--- src/hw/rtl/wfsb_pkg.sv ---
// shared types, constants and twiddle table builder for the spectrum bar core
package wfsb_pkg;

    // default configuration
    localparam int RING_SIZE_DEF   = 1024;
    localparam int NUM_BARS_DEF    = 40;
    localparam int SAMPLE_BITS_DEF = 16;

    // fixed field widths
    localparam int SAMPLE_W  = 16;
    localparam int RAW_W     = 24;
    localparam int INDEX_W   = 6;
    localparam int LEVEL_W   = 16;
    localparam int MAG_W     = 26;
    localparam int TW_W      = 26;
    localparam int TW_FRAC   = 24;
    localparam int ROOT_ITER = 27;

    localparam logic [MAG_W-1:0] MAG_MAX = {MAG_W{1'b1}};

    localparam longint unsigned HALF_PI_Q30 = 64'd1686629713;
    localparam longint unsigned ONE_Q30     = 64'd1073741824;

    // input request payload
    typedef struct packed {
        logic signed [SAMPLE_W-1:0] sample;
        logic                       block_end;
    } wfsb_in_t;

    // result request payload
    typedef struct packed {
        logic [INDEX_W-1:0] bar_index;
        logic [LEVEL_W-1:0] bar_level;
        logic [MAG_W-1:0]   peak_magnitude;
        logic               last;
    } wfsb_out_t;

    // unsigned quotient by shift and subtract, small divisors only
    function automatic longint unsigned div_small(longint unsigned n, longint unsigned d);
        longint unsigned q;
        longint unsigned r;
        q = 0;
        r = 0;
        for (int b = 63; b >= 0; b--) begin
            r = (r << 1) | ((n >> b) & 64'd1);
            if (r >= d) begin
                r = r - d;
                q = q | (64'd1 << b);
            end
        end
        return q;
    endfunction

    // taylor series in q30 on [0, pi/2], odd selects sine
    function automatic longint taylor_q30(longint unsigned x, bit odd);
        longint unsigned x2;
        longint unsigned t;
        longint unsigned d;
        longint          sum;
        x2  = (x * x) >> 30;
        t   = odd ? x : ONE_Q30;
        sum = longint'(t);
        for (int i = 1; i <= 9; i++) begin
            d = odd ? longint'(2 * i) * longint'(2 * i + 1)
                    : longint'(2 * i - 1) * longint'(2 * i);
            t = div_small((t * x2) >> 30, d);
            if ((i & 1) == 1) sum = sum - longint'(t);
            else              sum = sum + longint'(t);
        end
        return sum;
    endfunction

    // q30 to q24, half away from zero
    function automatic longint round_q24(longint v);
        longint m;
        if (v < 0) begin
            m = -v;
            return -((m + 32) >>> 6);
        end
        return (v + 32) >>> 6;
    endfunction

    // quarter wave entry j of a table of 2^lg points: {cos, sin} in q1.24
    function automatic logic [2*TW_W-1:0] tw_entry(int j, int lg);
        longint unsigned x;
        longint          c;
        longint          s;
        x = (HALF_PI_Q30 * longint'(4 * j) + (64'd1 << (lg - 1))) >> lg;
        c = taylor_q30(x, 1'b0);
        s = taylor_q30(x, 1'b1);
        return {TW_W'(round_q24(c)), TW_W'(round_q24(s))};
    endfunction

endpackage

--- src/hw/rtl/wfsb_queue.sv ---
// two entry queue of run requests carrying the oldest sample pointer
module wfsb_queue #(
    parameter int PTR_W = 10
) (
    input  logic             aclk,
    input  logic             aresetn,
    input  logic             push,
    input  logic [PTR_W-1:0] push_data,
    input  logic             pop,
    output logic             pop_valid,
    output logic [PTR_W-1:0] pop_data,
    output logic             full
);
    import wfsb_pkg::*;

    logic [PTR_W-1:0] entry_reg [2];
    logic             wr_reg;
    logic             rd_reg;
    logic [1:0]       count_reg;
    logic             do_push;
    logic             do_pop;

    assign pop_valid = (count_reg != 2'd0);
    assign full      = (count_reg == 2'd2);
    assign pop_data  = entry_reg[rd_reg];
    assign do_push   = push && !full;
    assign do_pop    = pop && pop_valid;

    // pointers and fill count
    always_ff @(posedge aclk) begin
        if (!aresetn) begin
            wr_reg    <= 1'b0;
            rd_reg    <= 1'b0;
            count_reg <= 2'd0;
        end else begin
            if (do_push) wr_reg <= ~wr_reg;
            if (do_pop)  rd_reg <= ~rd_reg;
            if (do_push && !do_pop)      count_reg <= count_reg + 2'd1;
            else if (do_pop && !do_push) count_reg <= count_reg - 2'd1;
        end
    end

    // storage
    always_ff @(posedge aclk) begin
        if (do_push) entry_reg[wr_reg] <= push_data;
    end

endmodule

--- config.mk ---
export PLATFORM = sky130hd
export DESIGN_NAME = wfsb_queue
export DESIGN_NICKNAME = d
export VERILOG_FILES = /design/src/hw/rtl/wfsb_pkg.sv /design/src/hw/rtl/wfsb_queue.sv
export SDC_FILE = /design/constraint.sdc
export NUM_CORES = 1
export LEC_CHECK = 0
export ABC_AREA = 0
export ABC_CLOCK_PERIOD_IN_PS = 1600
export BUFFER_PORTS_ARGS = -buffer_cell sky130_fd_sc_hd__buf_2
export CORE_UTILIZATION = 44
export CTS_CLUSTER_DIAMETER = 40
export CTS_CLUSTER_SIZE = 14
export DETAILED_ROUTE_END_ITERATION = 8
export MAX_ROUTING_LAYER = met4
export PLACE_DENSITY_LB_ADDON = 0.1
export SLEW_MARGIN = 15
export SYNTH_ARGS = -nofsm -noshare
export SYNTH_HDL_FRONTEND = slang
export SYNTH_SLANG_ARGS = --single-unit
--- constraint.sdc ---
create_clock -name aclk -period 1.6 [get_ports aclk]
set_clock_uncertainty 0.2 [all_clocks]
set_input_delay 0.32 -clock aclk [delete_from_list [all_inputs] [get_ports aclk]]
set_output_delay 0.32 -clock aclk [all_outputs]
set_load 0.05 [all_outputs]
**After elaboration in Yosys (flattened, before gate mapping)**

Memory sizes are Yosys's and may differ from the RTL's. A register that Yosys moved wholly into a read port is not among the register bits.
Cells that the tools add are included.

- Add/sub/neg operators: 2
- Eq/ne operators: 1
- Muxes and demuxes: 6
- Bitwise gates (word level): 2
- Reductions and logical operators: 9

Operators with widths:

| kind | count |
|---|---|
| 1-bit logical AND | 4 |
| 1-bit two-way mux | 4 |
| 2-bit two-way mux | 2 |
| 2-bit nonzero test | 2 |
| 1-bit zero test | 3 |
| 2-bit by 1-bit adder with 2-bit output (second input constant) | 1 |
| 2-bit == test (second input constant) | 1 |
| 1-bit inverter | 2 |
| 2-bit by 1-bit subtractor with 2-bit output (second input constant) | 1 |

- Flip-flop bits (word level): 4
- RAM bits: 20
- Input port bits: 14
- Output and inout bits: 12
- Memories: 1

Memory list:

| memory | words | width | read ports | clocked after Yosys merged registers in | wr ports | line | text |
|---|---|---|---|---|---|---|---|
| entry_reg | 2 | 10 | 1 | 1 | 1 | wfsb_queue.sv:16 | `logic [PTR_W-1:0] entry_reg [2];` |

**Longest topological paths before layout**

Gate-level depths: netlist (run 1).

- Depth in word-level cells: 7
- Mapped depth: 7
- Gate-level depth less buffers: 7

**Worst setup path after synthesis (run 1)**

Ideal clock, no wire load.

- Path type: reg2reg
- From: register count_reg[0]
- To: register count_reg[1]
- Data arrival time: 1.554 ns
- Required time: 1.330 ns
- Setup slack: -0.224 ns
- Cell stages (with the launch flop): 7
- Buffers on the path: 0
- Cell sequence: dfxtp_1 -> nand2b_1 -> inv_2 -> nor2_1 -> ha_1 -> or3_1 -> a21boi_1

- Cells in the longest elaborated chain, start to end: 6
- Elaborated cells on any way between the ends: 14
- Those cells by class: add/sub: 2; eq/ne: 1; mux: 2; reduce/logical: 9

Ends and longest elaborated chain:

| item | line | text |
|---|---|---|
| start, declared | wfsb_queue.sv:19 | `logic [1:0] count_reg;` |
| start signal, assigned | wfsb_queue.sv:38 | `if (do_push && !do_pop) count_reg <= count_reg + 2'd1;` |
| start signal, assigned | wfsb_queue.sv:39 | `else if (do_pop && !do_push) count_reg <= count_reg - 2'd1;` |
| 2-bit == test * | wfsb_queue.sv:24 | `assign full = (count_reg == 2'd2);` |
| via full | wfsb_queue.sv:12 | `output logic full` |
| 1-bit zero test * | wfsb_queue.sv:26 | `assign do_push = push && !full;` |
| 1-bit logical AND * | wfsb_queue.sv:26 |  |
| 1-bit zero test | wfsb_queue.sv:39 |  |
| 1-bit logical AND | wfsb_queue.sv:39 |  |
| 2-bit nonzero test (no source line) | -- |  |

The timed path passes the listed nets; every way through them passes the cells marked *. The select of a mux whose other input is x is not followed.
A chain may end at the register's enable or synchronous reset.

==> results of run 1 <==
==> through the flow <==
step	cell area [um2]	hold WS, ns	worst slack (ns)	setup TNS [ns]
after floorplan	975.9	0.2189	-0.04320	-0.1770
after global routing	1587	0.03953	-0.2658	-2.757
after global placement	1212	0.3076	0.01197	0
after detailed placement	1212	0.3110	-0.04244	-0.04244
after CTS	1543	0.001439	-0.2111	-2.046
final	1587	0.06347	-0.2082	-2.034
==> synthesized netlist by cell type, drive strengths merged <==
library cell  number  area (um2)
a21boi             2       15.02
and2               3       18.77
edfxtp            20       600.6
xor2               1       8.760
or2                1       6.260
o21a               1       7.510
o21ai              2       10.00
or3                1       6.260
nand2b             1       6.260
xnor2              2       17.52
ha                 1       12.51
buf                1       5.000
dfxtp              5       100.1
mux2              10       112.6
nor3               1       10.01
nor2               1       3.750
inv                2       7.500
and3               1       6.260
==> power by group through the flow <==
stage               clock, uW  sequential, uW  combinational (uW)
floorplan                   0             886                 766
global placement            0             892                1030
detailed placement          0             900                1030
CTS                       270             910                1490
global route              301             929                1660
finish                    260             919                1590
==> logic make-up (layout without fill, tap and decap cells) <==
logic type / count (synthesis) / in the layout / synth area share (%)
XOR/XNOR: 3 / 3 / 2.753
multiplexers: 10 / 10 / 11.80
buffers and inverters: 3 / 55 / 1.309
AND/OR/NAND/NOR: 9 / 9 / 6.030
adder cells (fa/ha/maj): 1 / 1 / 1.310
flip-flops: 25 / 25 / 73.40
AO/OA/AOI/OAI: 5 / 5 / 3.407
==> path summary, 6_finish.rpt <==
check,from,end,slack (ns)
worst max-delay path,flip-flop,pop_data[5],-0.21
worst min-delay path,aresetn,wr_reg$_SDFFE_PN0N_,0.06
worst max register to register,count_reg[0]$_SDFFE_PN0P_,count_reg[1]$_SDFFE_PN0P_,-0.04
worst min register to register,count_reg[1]$_SDFFE_PN0P_,count_reg[1]$_SDFFE_PN0P_,0.38
==> timing repair <==
action / 4_1_cts / 5_1_grt
pin swaps: 5 / 4
hold buffers: 8 / 2
endpoints found under the hold margin: 15 / 3
endpoints found under the setup margin: 13 / 14
resized for setup: 59 / 4
setup buffers: 2 / 1
==> metal layers <==
| metal | routed length (um) | global-route usage [%] | vias up | part of all wire [%] |
|---|---|---|---|---|
| li1 | - | - | 311 | - |
| met1 | 799 | 22.13 | 316 | 40 |
| met2 | 1076 | 31.22 | 29 | 53 |
| met3 | 104 | 3.145 | 4 | 5.2 |
| met4 | 32 | 5.882 | 0 | 1.6 |
| met5 | 0 | - | - | 0 |
==> final cells by class <==
type,instances,share of cell area (%)
timing repair buffer,49,29.81
tap,27,2.129
inverter,2,0.9464
sequential,25,44.72
multi-input combinational,28,20.74
clock buffer,4,1.656
==> cells in the final DEF, fill, tap and decap left out <==
master	n
mux2_4	10
o21ai_0	1
clkbuf_1	1
nor2_4	1
and2_1	3
buf_8	12
or2_4	1
buf_6	6
nor3_2	1
ha_4	1
or3_4	1
dfxtp_4	2
edfxtp_1	20
xnor2_1	2
o21a_1	1
buf_2	13
o21ai_4	1
a21boi_2	1
dlygate4sd3_1	10
clkbuf_4	3
inv_1	1
dfxtp_1	2
xor2_1	1
a21boi_0	1
inv_8	1
and3_1	1
nand2b_4	1
dfxtp_2	1
buf_4	8
==> reports/metrics.yaml, run 1 <==
status:
  outcome: "complete, but fails checks"
  violations: "setup timing"
floorplanning:
  core_mm2: 0.002002
  die_area_mm2: 0.002360
  initial_core_util_pct: 47.69
  die_h_um: 48.58
  std_cell_rows: 16
  io_pins: 26
  chipWidth_um: 48.58
global_routing:
  grt.total_usage_pct: 18.29
  gr-total-overflow: 0
  grt_max_degree: 14
  grt_pass1_wl_um: 3070
  grt_pass1_vias: 662
  antenna_found_initial: 0
critical_path:
  cp.required_ns: 1.08
  startpoint_type: "flip-flop"
  crit_arrival_ns: 1.29
  worstSetupPathType: "flip-flop to output port"
  crit_buf_inv: 2
  critPathMaxStageDelay_ns: 0.39
  crit_path_end_kind: "output port"
  critPathMaxFanout: 4
  rr_worst_depth: 7
  critPathSlowestCell: "dfxtp_4"
  path_delay_family: "flip-flops"
  cp_num_cells: 3
  worstPathCellList: "buf_6 > mux2_4 > buf_8"
power_and_ir_drop:
  switching_share_pct: 37.06
  peakVddDrop_v: 0.001367
  power_frac_comb_pct: 57.5
  powerDensity_mw_per_mm2: 1748
  p_leak_uw: 0.0006465
  p_sw_uw: 1028
  clkPwrFrac_pct: 9.4
  power_uw: 2773
  p_int_uw: 1746
  power_frac_seq_pct: 33.1
route:
  vias: 660
  drc: 0
  wl_um: 2013
  drtIter0Drc: 10
  wire_per_inst_um: 14.91
  routed_via_density: 4.889
  drtAntennaViolNets: 0
  firstDrtPassIters: 4
sta:
  finalSetupViolCount: 13
  tightest_slew_ns: 0.2200
  drv_slew: 0
  rsz0062_at_grt: "yes"
  max_freq_ghz: 0.5530
  setup_ws_ns: -0.2082
  finalCritPeriodShare_pct: 113.0
  finalCriticalPeriod_ns: 1.808
  hold_viol: 0
  relSlewSlack_pct: 85.29
clock_network:
  clk_latency_ns: 0.30
  clock-sinks: 25
  cts_tree: "built"
  path_clk_slew_ns: 0.12
  numCtsBuffers: 3
  htreeDepth: 1
  cts_buffer_depth: 2
  ctsRootBufferMaster: "clkbuf_4"
layout:
  final_nets: 124
  largest_reg_flops: 20
  seq_area_um2: 709.4
  fill_cells: 120
  multiInputGateArea_um2: 329.1
  drive_above_1_share_pct: 59.26
  insertedDiodeCount: 0
  postLayoutCoreUtil_pct: 79.25
  instances_no_fill: 135
  area.growth.synth_to_final_pct: 66.19
yosys:
  post_synth_num_cell_types: 21
  synth_nets: 71
  synth_area_um2: 954.7
  syn_inst: 56
  avgSynthCellArea_um2: 17.05
  synth-seq-area-share_pct: 73.39
  ys_ff_latch: 25
  yosys_warnings: 0
placed_design:
  hpwl_um: 1062
  io_buffers: 25
  dp.cells: 118
  gp_congestion: 0.7040
min_path:
  worst_hold_path_type: "input port to flip-flop"
  whs_path_depth: 2
run:
  max_cap_viol_count: 0
Note: power is estimated with default switching activity, not from simulation.
==> run 2, diff against run 1 <==
- ABC_CLOCK_PERIOD_IN_PS: 1600 -> 1500
- clock period: 1.6 -> 1.5 ns (I/O delays scaled with it)
==> run 2 against run 1 <==
The flow still finishes with violations (setup timing). Power up 4.9%. Die area unchanged. Flip-flop and latch count unchanged. Combinational power up 5%. Via count down 4.8%. Largest power group unchanged. Highest routed layer unchanged.
==> reports/metrics.yaml, run 2 (synthesized netlist as in run 1, its figures left out) <==
layout:
  insertedDiodeCount: 0  # unchanged
  final_nets: 126  # +1.6%
  fin_area_mm2: 0.001600  # +0.87%
  area.growth.synth_to_final_pct: 67.63
  largest_reg_flops: 20  # unchanged
  drive_above_1_share_pct: 58.18  # -1.1 points
  final_cell_mix: "edfxtp_1 (20), buf_2 (13), buf_8 (12)"
  final_common_cell: "edfxtp_1"
critical_path:
  path_delay_family: "flip-flops"
  crit_buf_inv: 2  # unchanged
  cp.required_ns: 1.00  # -0.08 ns
  worstSetupPathType: "flip-flop to output port"
  critPathMaxStageDelay_ns: 0.36  # -0.03 ns
  critPathSlowestCell: "dfxtp_2"
  worstPathCellList: "buf_6 > mux2_4 > buf_8"
  startpoint_type: "flip-flop"
  critPathMaxFanout: 5  # +1
  crit_arrival_ns: 1.26  # -0.03 ns
  crit_path_end_kind: "output port"
sta:
  relSlewSlack_pct: 87.26  # +2.0 points
  finalCritPeriodShare_pct: 117.6
  rsz0062_at_grt: "yes"
  tightest_slew_ns: 0.1904  # -0.02956 ns
  fin_hold_ws_ns: 0.04111  # -0.02236 ns
  finalSetupViolCount: 23  # +10
  setup_ws_ns: -0.2641  # -0.05587 ns
  drv_slew: 0  # unchanged
  setup_tns_ns: -3.568  # -1.534 ns
  hold_viol: 0  # unchanged
  max_freq_ghz: 0.5669
  finalCriticalPeriod_ns: 1.764
route:
  vias: 628  # -4.8%
  drc: 0  # unchanged
  wl_um: 1699  # -16%
  drtIter0Drc: 4  # -6
  routed_via_density: 4.584  # -6.2%
  firstDrtPassIters: 3  # -1
  wire_per_inst_um: 12.40  # -17%
  drtAntennaViolNets: 0  # unchanged
global_routing:
  grt.total_usage_pct: 16.74  # -1.6 points
  grt_pass1_wl_um: 2849  # -7.2%
  grt_max_degree: 14  # unchanged
  antenna_found_initial: 0  # unchanged
  grt_pass1_vias: 630  # -4.8%
  gr-total-overflow: 0  # unchanged
status:
  violations: "setup timing"
  outcome: "complete, but fails checks"
run:
  max_cap_viol_count: 0  # unchanged
floorplanning:
  initial_core_util_pct: 47.69  # unchanged
  die_area_mm2: 0.002360  # unchanged
  core_mm2: 0.002002  # unchanged
  die_h_um: 48.58  # unchanged
  chipWidth_um: 48.58  # unchanged
  std_cell_rows: 16  # unchanged
  io_pins: 26  # unchanged
placed_design:
  gp_congestion: 0.6736  # -4.3%
  io_buffers: 25  # unchanged
  place_ws_ns: -0.1046  # -0.06218 ns
  hpwl_um: 1212  # +14%
  place_area_mm2: 0.001227  # +1.2%
clock_network:
  numCtsBuffers: 3  # unchanged
  cts_tree: "built"
  clock-sinks: 25  # unchanged
  ctsRootBufferMaster: "clkbuf_4"
  path_clk_slew_ns: 0.13  # about the same
  cts_buffer_depth: 2  # unchanged
  clk_latency_ns: 0.31  # about the same
  htreeDepth: 1  # unchanged
power_and_ir_drop:
  peakVddDrop_v: 0.001154  # -16%
  powerDensity_mw_per_mm2: 1818  # +4.0%
  p_leak_uw: 0.0006578  # +1.8%
min_path:
  worst_hold_path_type: "input port to flip-flop"
-- run 2: cell count changes in the layout (fill, tap and decap cells not counted), sizes merged --
cell  change
buf       +2
-- run 2: worst paths after layout --
check / startpoint / endpoint / slack (ns) / depth (start not counted)
max: flip-flop / pop_data[5] / -0.26 / 3
min: aresetn / wr_reg$_SDFFE_PN0N_ / 0.04 / 2
max reg2reg: count_reg[0]$_SDFFE_PN0P_ / count_reg[1]$_SDFFE_PN0P_ / -0.13 / 7
min reg2reg: rd_reg$_SDFFE_PN0P_ / flip-flop / 0.39 / 2
-- run 2: worst register-to-register path, cell delays in order (launching register included) --
cell,delay [ns]
dfxtp_2,0.35
nand2b_4,0.16
inv_8,0.06
nor2_4,0.03
ha_4,0.15
xor2_1,0.15
or3_1,0.35
a21boi_1,0.12
-- run 2: routing by layer --
layer  share of wire, %  track usage (%)  vias to the layer above  wire, um
li1                   -                -                      313         -
met5                  0                -                        -         0
met3                3.0            2.830                        4        51
met1                 43            21.46                      295       739
met2                 52            26.29                       16       877
met4                1.8            7.353                        0        30
-- run 2: layout make-up --
class                      instances  area [um2]
clock buffer                       4       26.28
sequential                        25       706.9
inverter                           2       15.01
tap                               27       33.78
timing repair buffer              51       491.7
fill                             118       401.6
multi-input combinational         28       326.6
-- run 2: report_power, final --
part	internal (uW)	total (uW)	switching [uW]
Combinational	852	1670	814
Clock	104	283	179
Sequential	895	961	66.0
Total	1850	2910	1060
-- run 2: what timing repair did --
action | 4_1_cts | 5_1_grt
setup endpoints to repair | 13 | 24
buffers inserted | 3 | 0
pin swaps | 1 | 0
hold endpoints to repair | 20 | 0
hold buffers | 10 | 0
resized for setup | 55 | 7
-- run 2: stage by stage --
| step | instances | total power [uW] | util (%) |
|---|---|---|---|
| finish | 137 | 2909 | 79.94 |
| floorplan | 56 | 1763 | - |
| CTS | 137 | 2865 | 78.13 |
| global route | 137 | 3055 | 79.94 |
| detailed placement | 120 | 2089 | 61.31 |
| global placement | 120 | 2069 | 61.31 |
==> run 3, diff against run 2 <==
- CORE_ASPECT_RATIO: default -> 0.75
==> run 3 against run 2 <==
The run still ends with setup timing left. Count of clock-buffer cells in the layout unchanged. Maximum frequency down 1.8%. Sequential power up 1%. Final cell count down 2.2%. Largest power group unchanged. Wire length up 15%. Utilization down 0.57 points. Via count up 1.6%. Global-route usage up 1.7 points. Die area about the same. Critical endpoint is now pop_data[0].
==> reports/metrics.yaml, run 3 (synthesized netlist as in run 1, its figures left out) <==
status:
  outcome: "complete, but fails checks"
  violations: "setup timing"
layout:
  insertedDiodeCount: 0  # unchanged
  final_common_cell: "edfxtp_1"
  largest_reg_flops: 20  # unchanged
  area.growth.synth_to_final_pct: 68.94
  postLayoutCoreUtil_pct: 79.37  # -0.57 points
  drive_above_1_share_pct: 60.00  # +1.8 points
  instances_no_fill: 134  # -2.2%
  final_nets: 126  # unchanged
  final_cell_mix: "edfxtp_1 (20), buf_2 (13), buf_8 (12)"
sta:
  hold_viol: 0  # unchanged
  relSlewSlack_pct: 84.75  # -2.5 points
  rsz0062_at_grt: "yes"
  finalCritPeriodShare_pct: 119.8  # +2.2 points
  finalCriticalPeriod_ns: 1.797  # +0.03302 ns
  finalSetupViolCount: 24  # +4.3%
  setup_tns_ns: -4.139  # -0.5714 ns
  setup_ws_ns: -0.2971  # -0.03302 ns
  fin_hold_ws_ns: 0.04290  # +0.001786 ns
  max_freq_ghz: 0.5565  # -1.8%
  tightest_slew_ns: 0.2287  # +0.03825 ns
  drv_slew: 0  # unchanged
critical_path:
  critPathMaxFanout: 4  # -1
  cp.required_ns: 1.00  # about the same
  path_delay_family: "flip-flops"
  crit_path_end_kind: "output port"
  worstSetupPathType: "flip-flop to output port"
  startpoint_type: "flip-flop"
  worstPathCellList: "buf_6 > mux2_4 > buf_8"
  crit_arrival_ns: 1.30  # +0.04 ns
  critPathSlowestCell: "dfxtp_2"
  crit_buf_inv: 2  # unchanged
  critPathMaxStageDelay_ns: 0.39  # +0.03 ns
route:
  drtIter0Drc: 18  # +14
  wire_per_inst_um: 14.54  # +17%
  vias: 638  # +1.6%
  wl_um: 1949  # +15%
  routed_via_density: 4.761  # +3.9%
  firstDrtPassIters: 3  # unchanged
  drc: 0  # unchanged
  drtAntennaViolNets: 0  # unchanged
clock_network:
  numCtsBuffers: 3  # unchanged
  clk_latency_ns: 0.31  # about the same
  clock-sinks: 25  # unchanged
  htreeDepth: 1  # unchanged
  cts_buffer_depth: 2  # unchanged
  cts_tree: "built"
  ctsRootBufferMaster: "clkbuf_4"
  path_clk_slew_ns: 0.12  # about the same
global_routing:
  grt_util_met2_pct: 31.33  # +5.0 points
  grt_pass1_vias: 646  # +2.5%
  grt_max_degree: 14  # unchanged
  grt.total_usage_pct: 18.48  # +1.7 points
  antenna_found_initial: 0  # unchanged
  busiest_layer: "met2"
  grt_pass1_wl_um: 3070  # +7.8%
  gr-total-overflow: 0  # unchanged
  use_met3_pct: 6.173  # +3.3 points
  use_met1_pct: 22.13  # +0.67 points
power_and_ir_drop:
  power_uw: 2991  # +2.8%
  p_leak_uw: 0.0006595  # +0.25%
  powerDensity_mw_per_mm2: 1855  # +2.0%
  peakVddDrop_v: 0.001305  # +13%
run:
  max_cap_viol_count: 0  # unchanged
placed_design:
  io_buffers: 25  # unchanged
  gp_congestion: 0.7507  # +11%
  hpwl_um: 1175  # -3.0%
  dp.cells: 117  # -2.5%
floorplanning:
  die_h_um: 42.34  # -13%
  chipWidth_um: 55.79  # +15%
  io_pins: 26  # unchanged
  core_mm2: 0.002032  # +1.5%
  std_cell_rows: 14  # -2
  die_area_mm2: 0.002362  # about the same
  initial_core_util_pct: 46.98  # -0.70 points
min_path:
  worst_hold_path_type: "input port to flip-flop"
-- run 3: cell counts in the layout (fill, tap and decap cells not counted) --
No cell type changed its count.
-- run 3: layout make-up --
type / count / area (um2)
multi-input combinational: 28 / 331.6
inverter: 2 / 15.01
sequential: 25 / 706.9
timing repair buffer: 51 / 503.0
fill: 121 / 419.2
tap: 24 / 30.03
clock buffer: 4 / 26.28
-- run 3: final timing paths --
| check | slack [ns] | startpoint | to | cells past startpoint |
|---|---|---|---|---|
| worst max-delay path | -0.30 | flip-flop | pop_data[0] | 3 |
| worst min-delay path | 0.04 | aresetn | wr_reg$_SDFFE_PN0N_ | 2 |
| worst max register to register | -0.13 | count_reg[0]$_SDFFE_PN0P_ | count_reg[1]$_SDFFE_PN0P_ | 7 |
| worst min register to register | 0.37 | count_reg[1]$_SDFFE_PN0P_ | count_reg[1]$_SDFFE_PN0P_ | 2 |
-- run 3: report_power, final --
part | internal [uW] | switching (uW)
clock | 104 | 183
combinational | 888 | 843
sequential | 894 | 79.1
total | 1890 | 1110
-- run 3: timing repair --
item | CTS | global route
hold buffers | 10 | 0
buffers inserted | 3 | 0
endpoints found under the hold margin | 20 | 0
pin swaps | 6 | 1
setup endpoints to repair | 13 | 32
gates resized for setup | 61 | 5
-- run 3: metal layers --
metal | part of all wire, % | up-vias
li1 | - | 317
met1 | 42 | 300
met2 | 53 | 18
met3 | 4.6 | 3
met4 | 0.41 | 0
met5 | 0 | -
-- run 3: metrics by stage --
stage | cell area, um2 | worst slack [ns]
global placement | 1224 | -0.08651
detailed placement | 1224 | -0.1600
floorplan | 975.9 | -0.1432
finish | 1613 | -0.2971
CTS | 1590 | -0.2958
global route | 1613 | -0.3356
